**src/rtl/fsm_pkg.sv**
```systemverilog
// ----------------------------------------------------------------------------
// fsm_pkg
// Shared types, constants and command codes of the focus sharpness metrics block.
// ----------------------------------------------------------------------------
package fsm_pkg;

    localparam int PIX_W     = 16;
    localparam int CFG_W     = 13;
    localparam int CFG_IDX_W = 2;

    localparam logic [CFG_IDX_W-1:0] CFG_WIDTH  = 2'd0;
    localparam logic [CFG_IDX_W-1:0] CFG_HEIGHT = 2'd1;
    localparam logic [CFG_IDX_W-1:0] CFG_MODE   = 2'd2;

    localparam logic [CFG_W-1:0] RST_WIDTH  = 13'd640;
    localparam logic [CFG_W-1:0] RST_HEIGHT = 13'd480;

    // Q0.16 luma weights, rounding half up
    localparam int LUMA_W = 33;
    localparam logic [LUMA_W-1:0] W_RED    = 33'd13933;
    localparam logic [LUMA_W-1:0] W_GREEN  = 33'd46871;
    localparam logic [LUMA_W-1:0] W_BLUE   = 33'd4732;
    localparam logic [LUMA_W-1:0] LUMA_RND = 33'd32768;

    localparam int LAP_W    = 19;
    localparam int LAP2_W   = 36;
    localparam int GRAD2_W  = 37;
    localparam int ROOT_W   = 19;
    localparam int SQ_IN_W  = 2 * ROOT_W;
    localparam int SQ_STEPS = ROOT_W;

    localparam int VAR_W = 36;
    localparam int TEN_W = 37;
    localparam int GM_W  = 19;

    localparam int OP_W = 4;
    localparam logic [OP_W-1:0] OP_NONE      = 4'd0;
    localparam logic [OP_W-1:0] OP_ACCEPT    = 4'd1;
    localparam logic [OP_W-1:0] OP_LUMA      = 4'd2;
    localparam logic [OP_W-1:0] OP_WIN       = 4'd3;
    localparam logic [OP_W-1:0] OP_CALC      = 4'd4;
    localparam logic [OP_W-1:0] OP_SQ        = 4'd5;
    localparam logic [OP_W-1:0] OP_ACC       = 4'd6;
    localparam logic [OP_W-1:0] OP_SQRT      = 4'd7;
    localparam logic [OP_W-1:0] OP_ROOT      = 4'd8;
    localparam logic [OP_W-1:0] OP_MUL_LOAD  = 4'd9;
    localparam logic [OP_W-1:0] OP_MUL_STEP  = 4'd10;
    localparam logic [OP_W-1:0] OP_MUL_STORE = 4'd11;
    localparam logic [OP_W-1:0] OP_DIV_LOAD  = 4'd12;
    localparam logic [OP_W-1:0] OP_DIV_STEP  = 4'd13;
    localparam logic [OP_W-1:0] OP_DIV_STORE = 4'd14;
    localparam logic [OP_W-1:0] OP_EMIT      = 4'd15;

    localparam int SEL_W = 2;
    localparam logic [SEL_W-1:0] MSEL_N   = 2'd0;
    localparam logic [SEL_W-1:0] MSEL_NN  = 2'd1;
    localparam logic [SEL_W-1:0] MSEL_P1  = 2'd2;
    localparam logic [SEL_W-1:0] MSEL_P2  = 2'd3;
    localparam logic [SEL_W-1:0] DSEL_VAR = 2'd0;
    localparam logic [SEL_W-1:0] DSEL_TEN = 2'd1;
    localparam logic [SEL_W-1:0] DSEL_GM  = 2'd2;

    typedef struct packed {
        logic [PIX_W-1:0] red;
        logic [PIX_W-1:0] green;
        logic [PIX_W-1:0] blue;
    } t_pixel;

    typedef struct packed {
        logic [VAR_W-1:0] lap_variance;
        logic [TEN_W-1:0] tenengrad;
        logic [GM_W-1:0]  root_mean;
    } t_metrics;

    typedef struct packed {
        logic [OP_W-1:0]  op;
        logic [SEL_W-1:0] sel;
    } t_cmd;

    typedef struct packed {
        logic last;
        logic out_free;
    } t_stat;

endpackage

```
**src/rtl/fsm_ctrl.sv**
```systemverilog
// ----------------------------------------------------------------------------
// fsm_ctrl
// Sequencer: per-pixel steps, then the end-of-region multiply/divide chain.
// ----------------------------------------------------------------------------
module fsm_ctrl #(
    parameter int MUL_STEPS = 44,
    parameter int DIV_STEPS = 88
) (
    input  logic           i_clk,
    input  logic           i_rst_n,
    input  logic           i_in_valid,
    output logic           o_in_ready,
    output fsm_pkg::t_cmd  o_cmd,
    input  fsm_pkg::t_stat i_stat
);
    localparam int MAXS  = (DIV_STEPS > MUL_STEPS) ? DIV_STEPS : MUL_STEPS;
    localparam int CNT_W = $clog2(MAXS + 1);

    localparam logic [3:0] ST_IDLE   = 4'd0;
    localparam logic [3:0] ST_LUMA   = 4'd1;
    localparam logic [3:0] ST_WIN    = 4'd2;
    localparam logic [3:0] ST_CALC   = 4'd3;
    localparam logic [3:0] ST_SQ     = 4'd4;
    localparam logic [3:0] ST_ACC    = 4'd5;
    localparam logic [3:0] ST_SQRT   = 4'd6;
    localparam logic [3:0] ST_ROOT   = 4'd7;
    localparam logic [3:0] ST_MLOAD  = 4'd8;
    localparam logic [3:0] ST_MRUN   = 4'd9;
    localparam logic [3:0] ST_MSTORE = 4'd10;
    localparam logic [3:0] ST_DLOAD  = 4'd11;
    localparam logic [3:0] ST_DRUN   = 4'd12;
    localparam logic [3:0] ST_DSTORE = 4'd13;
    localparam logic [3:0] ST_EMIT   = 4'd14;

    logic [3:0]                r_state, n_state;
    logic [CNT_W-1:0]          r_cnt, n_cnt;
    logic [fsm_pkg::SEL_W-1:0] r_sel, n_sel;

    assign o_in_ready = (r_state == ST_IDLE);

    always_comb begin
        n_state   = r_state;
        n_cnt     = r_cnt;
        n_sel     = r_sel;
        o_cmd.sel = r_sel;
        o_cmd.op  = fsm_pkg::OP_NONE;
        case (r_state)
            ST_IDLE: begin
                if (i_in_valid) begin
                    o_cmd.op = fsm_pkg::OP_ACCEPT;
                    n_state  = ST_LUMA;
                end
            end
            ST_LUMA: begin
                o_cmd.op = fsm_pkg::OP_LUMA;
                n_state  = ST_WIN;
            end
            ST_WIN: begin
                o_cmd.op = fsm_pkg::OP_WIN;
                n_state  = ST_CALC;
            end
            ST_CALC: begin
                o_cmd.op = fsm_pkg::OP_CALC;
                n_state  = ST_SQ;
            end
            ST_SQ: begin
                o_cmd.op = fsm_pkg::OP_SQ;
                n_state  = ST_ACC;
            end
            ST_ACC: begin
                o_cmd.op = fsm_pkg::OP_ACC;
                n_cnt    = '0;
                n_state  = ST_SQRT;
            end
            ST_SQRT: begin
                o_cmd.op = fsm_pkg::OP_SQRT;
                n_cnt    = r_cnt + CNT_W'(1);
                if (r_cnt == CNT_W'(fsm_pkg::SQ_STEPS - 1)) begin
                    n_state = ST_ROOT;
                end
            end
            ST_ROOT: begin
                o_cmd.op = fsm_pkg::OP_ROOT;
                if (i_stat.last) begin
                    n_sel   = fsm_pkg::MSEL_N;
                    n_state = ST_MLOAD;
                end else begin
                    n_state = ST_IDLE;
                end
            end
            ST_MLOAD: begin
                o_cmd.op = fsm_pkg::OP_MUL_LOAD;
                n_cnt    = '0;
                n_state  = ST_MRUN;
            end
            ST_MRUN: begin
                o_cmd.op = fsm_pkg::OP_MUL_STEP;
                n_cnt    = r_cnt + CNT_W'(1);
                if (r_cnt == CNT_W'(MUL_STEPS - 1)) begin
                    n_state = ST_MSTORE;
                end
            end
            ST_MSTORE: begin
                o_cmd.op = fsm_pkg::OP_MUL_STORE;
                if (r_sel == fsm_pkg::MSEL_P2) begin
                    n_sel   = fsm_pkg::DSEL_VAR;
                    n_state = ST_DLOAD;
                end else begin
                    n_sel   = r_sel + fsm_pkg::SEL_W'(1);
                    n_state = ST_MLOAD;
                end
            end
            ST_DLOAD: begin
                o_cmd.op = fsm_pkg::OP_DIV_LOAD;
                n_cnt    = '0;
                n_state  = ST_DRUN;
            end
            ST_DRUN: begin
                o_cmd.op = fsm_pkg::OP_DIV_STEP;
                n_cnt    = r_cnt + CNT_W'(1);
                if (r_cnt == CNT_W'(DIV_STEPS - 1)) begin
                    n_state = ST_DSTORE;
                end
            end
            ST_DSTORE: begin
                o_cmd.op = fsm_pkg::OP_DIV_STORE;
                if (r_sel == fsm_pkg::DSEL_GM) begin
                    n_state = ST_EMIT;
                end else begin
                    n_sel   = r_sel + fsm_pkg::SEL_W'(1);
                    n_state = ST_DLOAD;
                end
            end
            ST_EMIT: begin
                if (i_stat.out_free) begin
                    o_cmd.op = fsm_pkg::OP_EMIT;
                    n_state  = ST_IDLE;
                end
            end
            default: begin
                n_state = ST_IDLE;
            end
        endcase
    end

    always_ff @(posedge i_clk) begin
        if (!i_rst_n) begin
            r_state <= ST_IDLE;
            r_cnt   <= '0;
            r_sel   <= '0;
        end else begin
            r_state <= n_state;
            r_cnt   <= n_cnt;
            r_sel   <= n_sel;
        end
    end
endmodule

```
**config.mk**
```make
export PLATFORM = sky130hd
export DESIGN_NAME = fsm_ctrl
export DESIGN_NICKNAME = d
export VERILOG_FILES = /design/src/rtl/fsm_pkg.sv /design/src/rtl/fsm_ctrl.sv
export SDC_FILE = /design/constraint.sdc
export NUM_CORES = 1
export LEC_CHECK = 0
export BUFFER_PORTS_ARGS = -buffer_cell sky130_fd_sc_hd__buf_2
export CORE_MARGIN = 10
export CORE_UTILIZATION = 51
export CTS_BUF_LIST = sky130_fd_sc_hd__clkbuf_8 sky130_fd_sc_hd__clkbuf_16
export DETAILED_ROUTE_END_ITERATION = 12
export PLACE_DENSITY = 0.74
export SLEW_MARGIN = 20
export SYNTH_ARGS = -nofsm -noshare
export SYNTH_HDL_FRONTEND = slang
export SYNTH_SLANG_ARGS = --single-unit
```
**constraint.sdc**
```tcl
create_clock -name i_clk -period 1.67 [get_ports i_clk]
set_clock_uncertainty 0.15 [all_clocks]
set_input_delay 0.167 -clock i_clk [delete_from_list [all_inputs] [get_ports i_clk]]
set_output_delay 0.167 -clock i_clk [all_outputs]
set_load 0.05 [all_outputs]
```
==> results by group, run 1 <==
Power
  • Share of power burned in registers: 22.2%
  • Combinational power share: 61.7%
  • Final Power: 1.75 mW
  • Clock power share: 16.0%
  • P_sw: 0.733 mW
  • Pwr/cell area: 1110 nW/um2
  • Internal: 1.02 mW
  • Sw frac: 41.9%
  • Lkg Pwr: 0.640 nW
  • IR drop worst, VDD: 1380 uV

Placed design
  • Dpl cell area: 1300 um2
  • Post-DP HPWL: 2.08 mm
  • Routability cong.: 0.860
  • Count of input and output buffers: 11
  • Setup slack after placement: -0.0974 ns

Synth
  • Synth Instances: 131
  • Share of the synthesized area in the top cell type: 25.2%
  • Cell variety after synth: 47
  • Number of synthesized flops with an enable pin: 0
  • Ys async rst share: 0%
  • Synth Flop Type: dfxtp_1
  • #FFs+latches synth: 13
  • Synth area leader: dfxtp_1
  • Register area share after synthesis: 25.2%
  • Largest cells by area after synthesis: dfxtp_1 (25%), a21oi_1 (6.3%), o21ai_0 (5.8%), ha_1 (4.8%), nor2_1 (4.4%)
  • Total number of yosys warnings: 0
  • Cell area after synthesis: 1030 um2
  • Mean Syn Cell Area: 7.90 um2
  • Syn nets: 140

Status
  • Outcome: finished, violations left
  • Failing checks: setup timing

Critical path
  • Reg2reg end: r_state[2]
  • CP bufs+invs: 2
  • Critical Path RT: 1.67 ns
  • CP Cell Sequence: buf_6 -> or4_4 -> a21oi_2 -> a221oi_4 -> buf_4 -> a311oi_2
  • Top Family by Delay on Critical Path: simple AND/OR/NAND/NOR gates
  • Critical Path End Type: flip-flop
  • Worst R2R Path Depth: 6
  • Slowest CP cell: or4_4
  • Startpoint Class: flip-flop
  • R2R Path Start: r_state[1]
  • Setup CP Type: flip-flop to flip-flop
  • Arrival @ worst endpoint: 1.76 ns
  • R2R setup slack: -0.09 ns
  • Worst-path fanout max: 4
  • Slowest Stage Delay on Critical Path: 0.43 ns

Floorplan
  • I/O pin count: 12
  • FP Rows: 16
  • Die Area: 4230 um2
  • Die Y-Extent: 65.0 um
  • Initial core utilization: 53.3%
  • Die X: 65.0 um
  • CORE AREA: 1940 um2

STA
  • # setup viols final: 12
  • Hold Violations, Final: 0
  • Final Slew Violations: 0
  • Clock period minus final worst setup slack: 1.76 ns
  • Fmax: 0.570 GHz
  • Hold Slack: 0.0937 ns
  • Worst Max-Slew Pin Slew: 0.360 ns
  • Crit path setup slack, layout: -0.0855 ns
  • Relative slew margins: 76.0%
  • RSZ-0062 raised after global routing: true
  • Period utilization: 105%

Cells and area
  • Reg area: 284 um2
  • Design Area, Final: 1580 um2
  • Syn-to-layout area delta: 52.5%
  • Filler cell count: 117
  • Ant diodes: 0
  • Area of the multi-input gates: 810 um2
  • Final #Nets: 183
  • Share of layout cells above drive strength 1: 48.0%

GRT
  • Antenna violations before repair: 0
  • Pin count of the biggest net entering global routing: 14
  • Gr usage total: 14.9%
  • Total grt overflow: 0
  • First-pass GRT wire length: 5.21 mm
  • Vias in the first global route: 1118

Min path
  • Hold path cells: 2
  • Worst Hold Launch: i_rst_n
  • Hold Path End: r_cnt[4]
  • Worst hold path class: input pin to flip-flop

Clocking
  • Clock Sink Count: 13
  • Cts hold-fix bufs: 0
  • Reg clk slew, reported paths: 0.06 ns
  • Root buffer cell: clkbuf_8
  • Total CTS buffers: 3
  • Clock latency on the worst-skew pair: 0.24 ns
  • CTS H-tree depth: 1
  • Clock tree from TritonCTS: yes
  • Max clock buf depth: 2

Route
  • Detailed-route wire length: 3.50 mm
  • Drt first-iter violations: 60
  • Via count: 1229
  • DR WL/cell: 17.5 um
  • Via-to-Cell Ratio: 6.15
  • Residual DRC: 0
  • Drt pass-1 iters: 4
  • Number of nets with antenna violations after detailed routing: 0

Run
  • MaxCap Viol Count: 0
-- worst max-delay path by stage --
stage                from          to  slack (ns)  depth (start not counted)
6_report       r_state[1]  r_state[2]       -0.09                          6
5_1_grt        r_state[1]    r_cnt[5]       -0.14                          8
4_1_cts        r_state[2]    o_cmd[2]       -0.05                          4
3_5_place_dp     r_cnt[0]  r_state[2]        -0.1                          5
3_3_place_gp   r_state[1]  r_state[2]       -0.06                          6
2_1_floorplan  r_state[2]  r_state[2]        0.01                          6
-- power by group through the flow --
stage / Combinational (mW) / Sequential [mW] / Clock [mW]
6_report: 1.08 / 0.389 / 0.281
5_1_grt: 1.14 / 0.393 / 0.299
4_1_cts: 0.988 / 0.384 / 0.286
3_5_place_dp: 0.835 / 0.387 / 0
3_3_place_gp: 0.821 / 0.386 / 0
2_1_floorplan: 0.575 / 0.364 / 0
-- stage by stage --
stage	utilization (%)	setup TNS [ns]	instances
floorplan	-	0	131
global placement	67.1	-0.171	187
detailed placement	67.1	-0.514	187
CTS	76.5	-0.138	198
global route	81.3	-1.37	200
finish	81.3	-0.546	200
-- repair_timing --
action / in CTS / in global routing
pin swaps: 14 / 4
setup endpoints to repair: 17 / 17
gates cloned: 1 / 0
resized for setup: 26 / 22
setup buffers: 6 / 2
-- cell type report --
cell class              count  share of cell area [%]
clock buffers               3                    2.62
clock inverters             1                   0.317
inverters                   4                   0.952
multi-input cells         106                    51.3
flip-flops and latches     13                    18.0
well taps                  27                    2.14
repair buffers             46                    24.7
-- sequential cells by signal, indices dropped and copies added (netlist names) --
signal   flops
r_cnt        7
r_sel        2
r_state      4
-- layer usage --
metal | part of all wire [%] | GRT usage (%)
met5 | 0 | 0
met2 | 50 | 25.5
met4 | 2.1 | 3.48
met1 | 41 | 17.7
met3 | 7.6 | 4.47
-- kinds of logic (layout without fill, tap and decap cells) --
group	after synthesis	count (layout)	share of synthesized area, %
flops	13	13	25.2
buf+inv	12	54	6.65
compound gates	44	44	29.1
fa+ha+maj	4	4	4.84
xor+xnor	1	1	0.847
simple gates	57	57	33.4
-- cells in the mapped netlist (all sizes together), types with 2 or more instances --
| master | n |
|---|---|
| a21oi | 14 |
| dfxtp | 13 |
| nor2 | 13 |
| o21ai | 12 |
| nand2 | 10 |
| nor2b | 8 |
| nand2b | 5 |
| buf | 4 |
| clkbuf | 4 |
| ha | 4 |
| a21boi | 3 |
| inv | 3 |
| or3b | 3 |
| a311oi | 2 |
| a32oi | 2 |
| and3 | 2 |
| nand3 | 2 |
| nand4b | 2 |
| o22ai | 2 |
| or3 | 2 |
-- cells in the final DEF (no fill, tap or decap), types with 3 or more instances in the layout --
cell type,instances
a21oi_1,10
a21oi_2,4
buf_2,6
buf_4,30
buf_6,7
clkbuf_8,3
dfxtp_2,7
dfxtp_4,4
ha_1,3
inv_1,3
nand2_1,9
nand2b_1,5
nor2_1,11
nor2b_1,7
o21ai_0,5
o21ai_1,5
or3b_1,3
Note: power is estimated with default switching activity, not from simulation.
==> run 2, diff against run 1 <==
clock period = 1.5 ns   (was 1.67 ns; I/O delays follow)
==> run 2 against run 1 <==
The run still ends with setup timing left. Register-to-register slack worse by 0.21 ns. Flip-flop and latch count stayed put. Global-route usage is 4.5 points higher. Sequential power is 21% higher. Count of clock-buffer cells in the layout stayed put. Critical path type unchanged. Largest cell class unchanged.
==> results by group, run 2 (synthesis results as in run 1) <==
Min path
  • Worst hold path class: input pin to flip-flop
  • Worst Hold Launch: i_rst_n
  • Hold path cells: 3 (+1)
  • Hold Path End: r_state[0]

Cells and area
  • Most frequent cells in the layout: buf_4 (29), buf_6 (12), nor2_1 (11)
  • Post-layout util: 90.9% (+9.6 points)
  • Filler cell count: 73 (-38%)
  • Area of the multi-input gates: 965 um2 (+19%)
  • Biggest regs: r_cnt: 7 flops, r_state: 4 flops, r_sel: 2 flops
  • Share of layout cells above drive strength 1: 61.0% (+13 points)
  • Max FFs per register: 7 (unchanged)
  • Syn-to-layout area delta: 70.5%
  • Design Area, Final: 1760 um2 (+12%)
  • Top reg by flops: r_cnt
  • Ant diodes: 0 (unchanged)
  • Cell Count, Final, Fillers Out: 204 (+2.0%)
  • Commonest non-fill, non-tap cell in the layout: buf_4
  • Reg area: 288 um2 (+1.3%)
  • Final #Nets: 187 (+2.2%)

Critical path
  • CP Cell Sequence: buf_4 -> nand2_1 -> or2_1 -> a31o_1 -> a311oi_2 -> a41o_1
  • Startpoint Class: flip-flop
  • Top Family by Delay on Critical Path: compound AO/OA/AOI/OAI gates
  • R2R setup slack: -0.30 ns (-0.21 ns)
  • CP bufs+invs: 1 (-1)
  • Setup CP Type: flip-flop to flip-flop
  • R2R Path Start: r_state[1]
  • Worst-path fanout max: 8 (+4)
  • Reg2reg end: r_state[1]
  • Arrival @ worst endpoint: 1.84 ns (+0.08 ns)
  • Critical Path End Type: flip-flop
  • Worst R2R Path Depth: 6 (unchanged)
  • Slowest Stage Delay on Critical Path: 0.41 ns (-0.02 ns)
  • Critical Path RT: 1.54 ns (-0.13 ns)
  • Slowest CP cell: dfxtp_4

Power
  • Pwr/cell area: 1200 nW/um2 (+7.9%)
  • Final Power: 2.11 mW (+21%)
  • Lkg Pwr: 0.680 nW (+6.2%)
  • IR drop worst, VDD: 1150 uV (-17%)

Clocking
  • Clock tree from TritonCTS: yes
  • Max clock buf depth: 2 (unchanged)
  • Root buffer cell: clkbuf_8
  • Reg clk slew, reported paths: 0.06 ns (about the same)
  • Clock Sink Count: 13 (unchanged)
  • CTS H-tree depth: 1 (unchanged)
  • Total CTS buffers: 3 (unchanged)
  • Clock latency on the worst-skew pair: 0.26 ns (+0.02 ns)
  • Cts hold-fix bufs: 0 (unchanged)

Placed design
  • Routability cong.: 0.915 (+6.4%)
  • Count of input and output buffers: 11 (unchanged)
  • Post-DP HPWL: 2.09 mm (about the same)
  • Dpl cell area: 1300 um2 (about the same)
  • Cells after DPL: 186 (-0.53%)

Floorplan
  • Die X: 65.0 um (unchanged)
  • CORE AREA: 1940 um2 (unchanged)
  • Initial core utilization: 53.3% (unchanged)
  • I/O pin count: 12 (unchanged)
  • Die Y-Extent: 65.0 um (unchanged)
  • Die Area: 4230 um2 (unchanged)
  • FP Rows: 16 (unchanged)

Route
  • Via count: 1409 (+15%)
  • DR WL/cell: 23.6 um (+35%)
  • Drt pass-1 iters: 5 (+1)
  • Residual DRC: 0 (unchanged)
  • Drt first-iter violations: 123 (+110%)
  • Via-to-Cell Ratio: 6.91 (+12%)
  • Number of nets with antenna violations after detailed routing: 0 (unchanged)
  • Detailed-route wire length: 4.81 mm (+37%)

STA
  • Hold Violations, Final: 0 (unchanged)
  • # setup viols final: 18 (+6)
  • Clock period minus final worst setup slack: 1.80 ns (+0.0428 ns)
  • Relative slew margins: 72.1% (-3.9 points)
  • Final Slew Violations: 0 (unchanged)
  • Fmax: 0.556 GHz (-2.4%)
  • Period utilization: 120% (+15 points)
  • RSZ-0062 raised after global routing: true
  • Worst Max-Slew Pin Slew: 0.417 ns (+0.0575 ns)
  • Crit path setup slack, layout: -0.298 ns (-0.213 ns)

GRT
  • Pin count of the biggest net entering global routing: 11 (-3)
  • Antenna violations before repair: 0 (unchanged)
  • Vias in the first global route: 1324 (+18%)
  • Total grt overflow: 0 (unchanged)
  • First-pass GRT wire length: 6.60 mm (+27%)
  • Gr usage total: 19.3% (+4.5 points)

Status
  • Outcome: finished, violations left
  • Failing checks: setup timing

Run
  • MaxCap Viol Count: 0 (unchanged)
[run 2: cell count changes in the layout (fill, tap and decap cells not counted), moves of 3 or more]
cell / before / now
buf_6: 7 / 12
a21oi_4: 0 / 4
a21oi_1: 10 / 7
dfxtp_2: 7 / 4
nor2b_1: 7 / 4
o21ai_2: 2 / 5
[run 2: power by group]
group          switching, mW  leakage (nW)  internal, mW  total (mW)
sequential            0.0860         0.112         0.385       0.471
clock                  0.150        0.0269         0.182       0.332
combinational          0.741         0.541         0.568        1.31
[run 2: per-layer routing]
| metal | global-route usage, % | wire [um] |
|---|---|---|
| met4 | 13.6 | 314 |
| met1 | 22.4 | 1720 |
| met3 | 3.78 | 575 |
| met2 | 31.2 | 2190 |
| met5 | 0 | 0 |
[run 2: stage by stage]
step           TNS, ns  setup WS, ns  hold slack (ns)
6_report         -3.50        -0.298           0.0502
5_1_grt          -4.35        -0.388           0.0510
4_1_cts          -1.84        -0.211           0.0467
3_5_place_dp     -2.88        -0.263            0.308
3_3_place_gp     -2.28        -0.235            0.287
2_1_floorplan   -0.470       -0.0895            0.108
[run 2: worst register-to-register path: stages, from the launching register on]
cell and delay [ns]:
dfxtp_4 0.41, buf_4 0.15, nand2_1 0.10, or2_1 0.22, a31o_1 0.24, a311oi_2 0.30, a41o_1 0.16
[run 2: what timing repair did]
item	in CTS	in global routing
setup endpoints to repair	18	18
resized for setup	44	31
cloned	1	0
pin swaps	6	10
setup buffers	7	6
endpoints found under the hold margin	0	0
[run 2: layout make-up]
| cell class | instances | share of cell area, % |
|---|---|---|
| clock buffers | 3 | 2.34 |
| clock inverters | 1 | 0.213 |
| inverters | 4 | 0.851 |
| multi-input cells | 107 | 54.7 |
| flip-flops and latches | 13 | 16.3 |
| well taps | 27 | 1.91 |
| repair buffers | 49 | 23.7 |
[run 2: worst max-delay path by stage]
| stage | to | startpoint | slack (ns) | cells past startpoint |
|---|---|---|---|---|
| after global routing | r_state[1] | r_state[1] | -0.39 | 6 |
| after floorplan | r_state[2] | r_state[1] | -0.09 | 6 |
| after CTS | o_cmd[2] | r_state[3] | -0.21 | 4 |
| after global placement | r_cnt[5] | r_state[1] | -0.24 | 5 |
| after detailed placement | r_cnt[2] | r_state[1] | -0.26 | 5 |
| final | r_state[1] | r_state[1] | -0.30 | 6 |
==> run 3, diff against run 2 <==
ABC_AREA = 1   (was unset)
CORE_UTILIZATION = 50   (was 51)
PLACE_DENSITY = 0.73   (was 0.74)
==> run 3 against run 2 <==
The flow still finishes with violations (setup timing). Largest cell class unchanged. Die area is 3.6% lower. Global-route usage is 4.2 points lower. Clock power about the same. Final cell count is 15% higher.
==> results by group, run 3 <==
Status
  • Outcome: finished, violations left
  • Failing checks: setup timing

Route
  • Detailed-route wire length: 4.20 mm (-13%)
  • Drt first-iter violations: 143 (+16%)
  • Number of nets with antenna violations after detailed routing: 0 (unchanged)
  • Drt pass-1 iters: 5 (unchanged)
  • Residual DRC: 0 (unchanged)
  • Via-to-Cell Ratio: 5.83 (-16%)
  • DR WL/cell: 17.9 um (-24%)
  • Via count: 1365 (-3.1%)

Critical path
  • Startpoint Class: flip-flop
  • Critical Path End Type: flip-flop
  • Setup CP Type: flip-flop to flip-flop
  • Worst R2R Path Depth: 9 (+3)
  • R2R setup slack: -0.22 ns (+0.08 ns)
  • Reg2reg end: r_cnt[4]
  • Worst Setup EP: r_cnt[4]
  • CP Cell Sequence: inv_4 -> buf_6 -> nand2_1 -> nor2_2 -> nor2_2 -> nand2_4 -> nor2_4 -> nand2_1 -> a21oi_1
  • Arrival @ worst endpoint: 1.74 ns (-0.10 ns)
  • R2R Path Start: r_state[0]
  • Worst Setup SP: r_state[0]
  • Slowest CP cell: dfxtp_4
  • Slowest Stage Delay on Critical Path: 0.41 ns (about the same)
  • Worst-path fanout max: 7 (-1)
  • Critical Path RT: 1.52 ns (-0.02 ns)

STA
  • Setup TNS: -2.44 ns (+1.05 ns)
  • Relative slew margins: 73.4% (+1.3 points)
  • Clock period minus final worst setup slack: 1.72 ns (-0.0787 ns)
  • Period utilization: 115% (-5.2 points)
  • Hold Violations, Final: 0 (unchanged)
  • Fmax: 0.582 GHz (+4.6%)
  • Worst Max-Slew Pin Slew: 0.399 ns (-0.0183 ns)
  • Crit path setup slack, layout: -0.220 ns (+0.0787 ns)
  • RSZ-0062 raised after global routing: true
  • # setup viols final: 17 (-1)
  • Final Slew Violations: 0 (unchanged)

Synth
  • Largest cells by area after synthesis: dfxtp_1 (27%), nand2_1 (18%), nor2_1 (12%), nand3_1 (8.8%), inv_1 (8.2%)
  • Synth Flop Type: dfxtp_1
  • Register area share after synthesis: 27.0% (+1.9 points)
  • Cell variety after synth: 18 (-62%)
  • Synth area leader: dfxtp_1
  • Share of the synthesized area in the top cell type: 27.0% (+1.9 points)
  • Total number of yosys warnings: 0 (unchanged)
  • Syn nets: 175 (+25%)
  • Cell area after synthesis: 962 um2 (-7.0%)
  • Number of synthesized flops with an enable pin: 0 (unchanged)
  • Most frequent cells after synthesis: nand2_1 (45), nor2_1 (30), inv_1 (21), nand3_1 (17)
  • Ys async rst share: 0% (unchanged)
  • Synth Instances: 166 (+27%)
  • #FFs+latches synth: 13 (unchanged)
  • Most frequent cell after synthesis: nand2_1
  • Mean Syn Cell Area: 5.80 um2 (-27%)

Placed design
  • Post-DP HPWL: 2.05 mm (-1.6%)
  • Cells after DPL: 219 (+18%)
  • Routability cong.: 0.944 (+3.2%)
  • Setup slack after placement: -0.0751 ns (+0.188 ns)
  • Count of input and output buffers: 11 (unchanged)

Cells and area
  • Post-layout util: 90.6% (-0.25 points)
  • Filler cell count: 80 (+9.6%)
  • Top reg by flops: r_cnt
  • Max FFs per register: 7 (unchanged)
  • Most frequent cells in the layout: nand2_1 (36), buf_4 (23), nor2_1 (17)
  • Biggest regs: r_cnt: 7 flops, r_state: 4 flops, r_sel: 2 flops
  • Syn-to-layout area delta: 67.9%
  • Final #Nets: 219 (+17%)
  • Area of the multi-input gates: 826 um2 (-14%)
  • Cell Count, Final, Fillers Out: 234 (+15%)
  • Reg area: 285 um2 (-0.87%)
  • Ant diodes: 0 (unchanged)
  • Commonest non-fill, non-tap cell in the layout: nand2_1
  • Share of layout cells above drive strength 1: 48.8% (-12 points)

Min path
  • Hold path cells: 3 (unchanged)
  • Worst hold path class: input pin to flip-flop

GRT
  • First-pass GRT wire length: 5.09 mm (-23%)
  • Pin count of the biggest net entering global routing: 11 (unchanged)
  • Gr usage total: 15.1% (-4.2 points)
  • Busiest grt layer: met2
  • M3 GR Usage: 4.36% (+0.58 points)
  • Antenna violations before repair: 0 (unchanged)
  • Total grt overflow: 0 (unchanged)
  • Grt met1 use: 17.2% (-5.2 points)
  • Met2 GRT Util: 27.5% (-3.7 points)
  • Vias in the first global route: 1154 (-13%)

Floorplan
  • CORE AREA: 1780 um2 (-8.2%)
  • Initial core utilization: 54.0% (+0.68 points)
  • Die Y-Extent: 63.9 um (-1.8%)
  • I/O pin count: 12 (unchanged)
  • Die X: 63.9 um (-1.8%)
  • Die Area: 4080 um2 (-3.6%)
  • FP Rows: 15 (-1)

Clocking
  • CTS H-tree depth: 1 (unchanged)
  • Clock tree from TritonCTS: yes
  • Cts hold-fix bufs: 0 (unchanged)
  • Reg clk slew, reported paths: 0.06 ns (about the same)
  • Total CTS buffers: 3 (unchanged)
  • Clock latency on the worst-skew pair: 0.26 ns (about the same)
  • Clock Sink Count: 13 (unchanged)
  • Max clock buf depth: 2 (unchanged)
  • Root buffer cell: clkbuf_8

Power
  • IR drop worst, VDD: 707 uV (-38%)
  • Pwr/cell area: 643 nW/um2 (-46%)
  • Lkg Pwr: 0.726 nW (+6.7%)

Run
  • MaxCap Viol Count: 0 (unchanged)
==> run 3: changes by cell type after synthesis, sizes merged, moves of 3 or more <==
cell / before / now
or3b: 3 / 0
nor2b: 8 / 0
nand3: 2 / 17
clkbuf: 4 / 0
nand2b: 5 / 0
buf: 4 / 0
inv: 3 / 23
o21ai: 12 / 9
nor2: 13 / 32
a21boi: 3 / 0
nand3b: 0 / 3
nand2: 10 / 46
==> run 3: area by class of cell <==
cell class              count  area share [%]
inverters                  23            6.12
clock inverters             1           0.310
well taps                  25            1.94
repair buffers             39            20.3
multi-input cells         130            51.1
clock buffers               3            2.56
flip-flops and latches     13            17.7
==> run 3: worst min path at each step <==
stage,endpoint,startpoint
after global routing,r_sel[0],i_rst_n
after floorplan,r_cnt[6],i_rst_n
after detailed placement,r_cnt[6],i_rst_n
after global placement,r_cnt[6],i_rst_n
final,r_sel[1],i_rst_n
after CTS,r_cnt[6],i_rst_n
==> run 3: worst max-delay path, delay by kind of cell (launching register included) <==
| family | cells | cell delay (ns) |
|---|---|---|
| AO/OA/AOI/OAI | 1 | 0.16 |
| buffers and inverters | 2 | 0.18 |
| AND/OR/NAND/NOR | 6 | 0.73 |
| flip-flops | 1 | 0.41 |
==> run 3: where the power goes <==
part / total (mW) / switching [mW] / internal, mW
registers: 0.367 / 0.0196 / 0.348
clock network: 0.332 / 0.147 / 0.184
logic: 0.340 / 0.200 / 0.140
total: 1.04 / 0.367 / 0.672
==> run 3: per-stage QoR <==
stage	hold slack (ns)	power, mW	instance area (um2)
2_1_floorplan	0.123	0.502	970
3_3_place_gp	0.282	0.586	1180
3_5_place_dp	0.291	0.587	1180
4_1_cts	0.0234	0.981	1410
5_1_grt	0.0493	1.07	1620
6_report	0.0420	1.04	1620
==> run 3: repair_timing <==
| item | CTS | global route |
|---|---|---|
| setup buffers | 6 | 7 |
| setup endpoints to repair | 11 | 18 |
| pin swaps | 11 | 16 |
| gates resized for setup | 48 | 47 |
==> run 3: kinds of logic after synthesis <==
| kind of cell | count (synthesis) | share of synthesized area [%] |
|---|---|---|
| DFF | 13 | 27.0 |
| adders and majority gates | 4 | 5.20 |
| and+or+nand+nor | 103 | 46.4 |
| AOI/OAI and AO/OA | 23 | 12.4 |
| buffers and inverters | 23 | 8.97 |
==> run 3: metal layers <==
metal	up-vias	share of wire, %
li1	620	-
met1	630	39
met2	87	49
met3	28	7.9
met4	0	4.6
met5	-	0
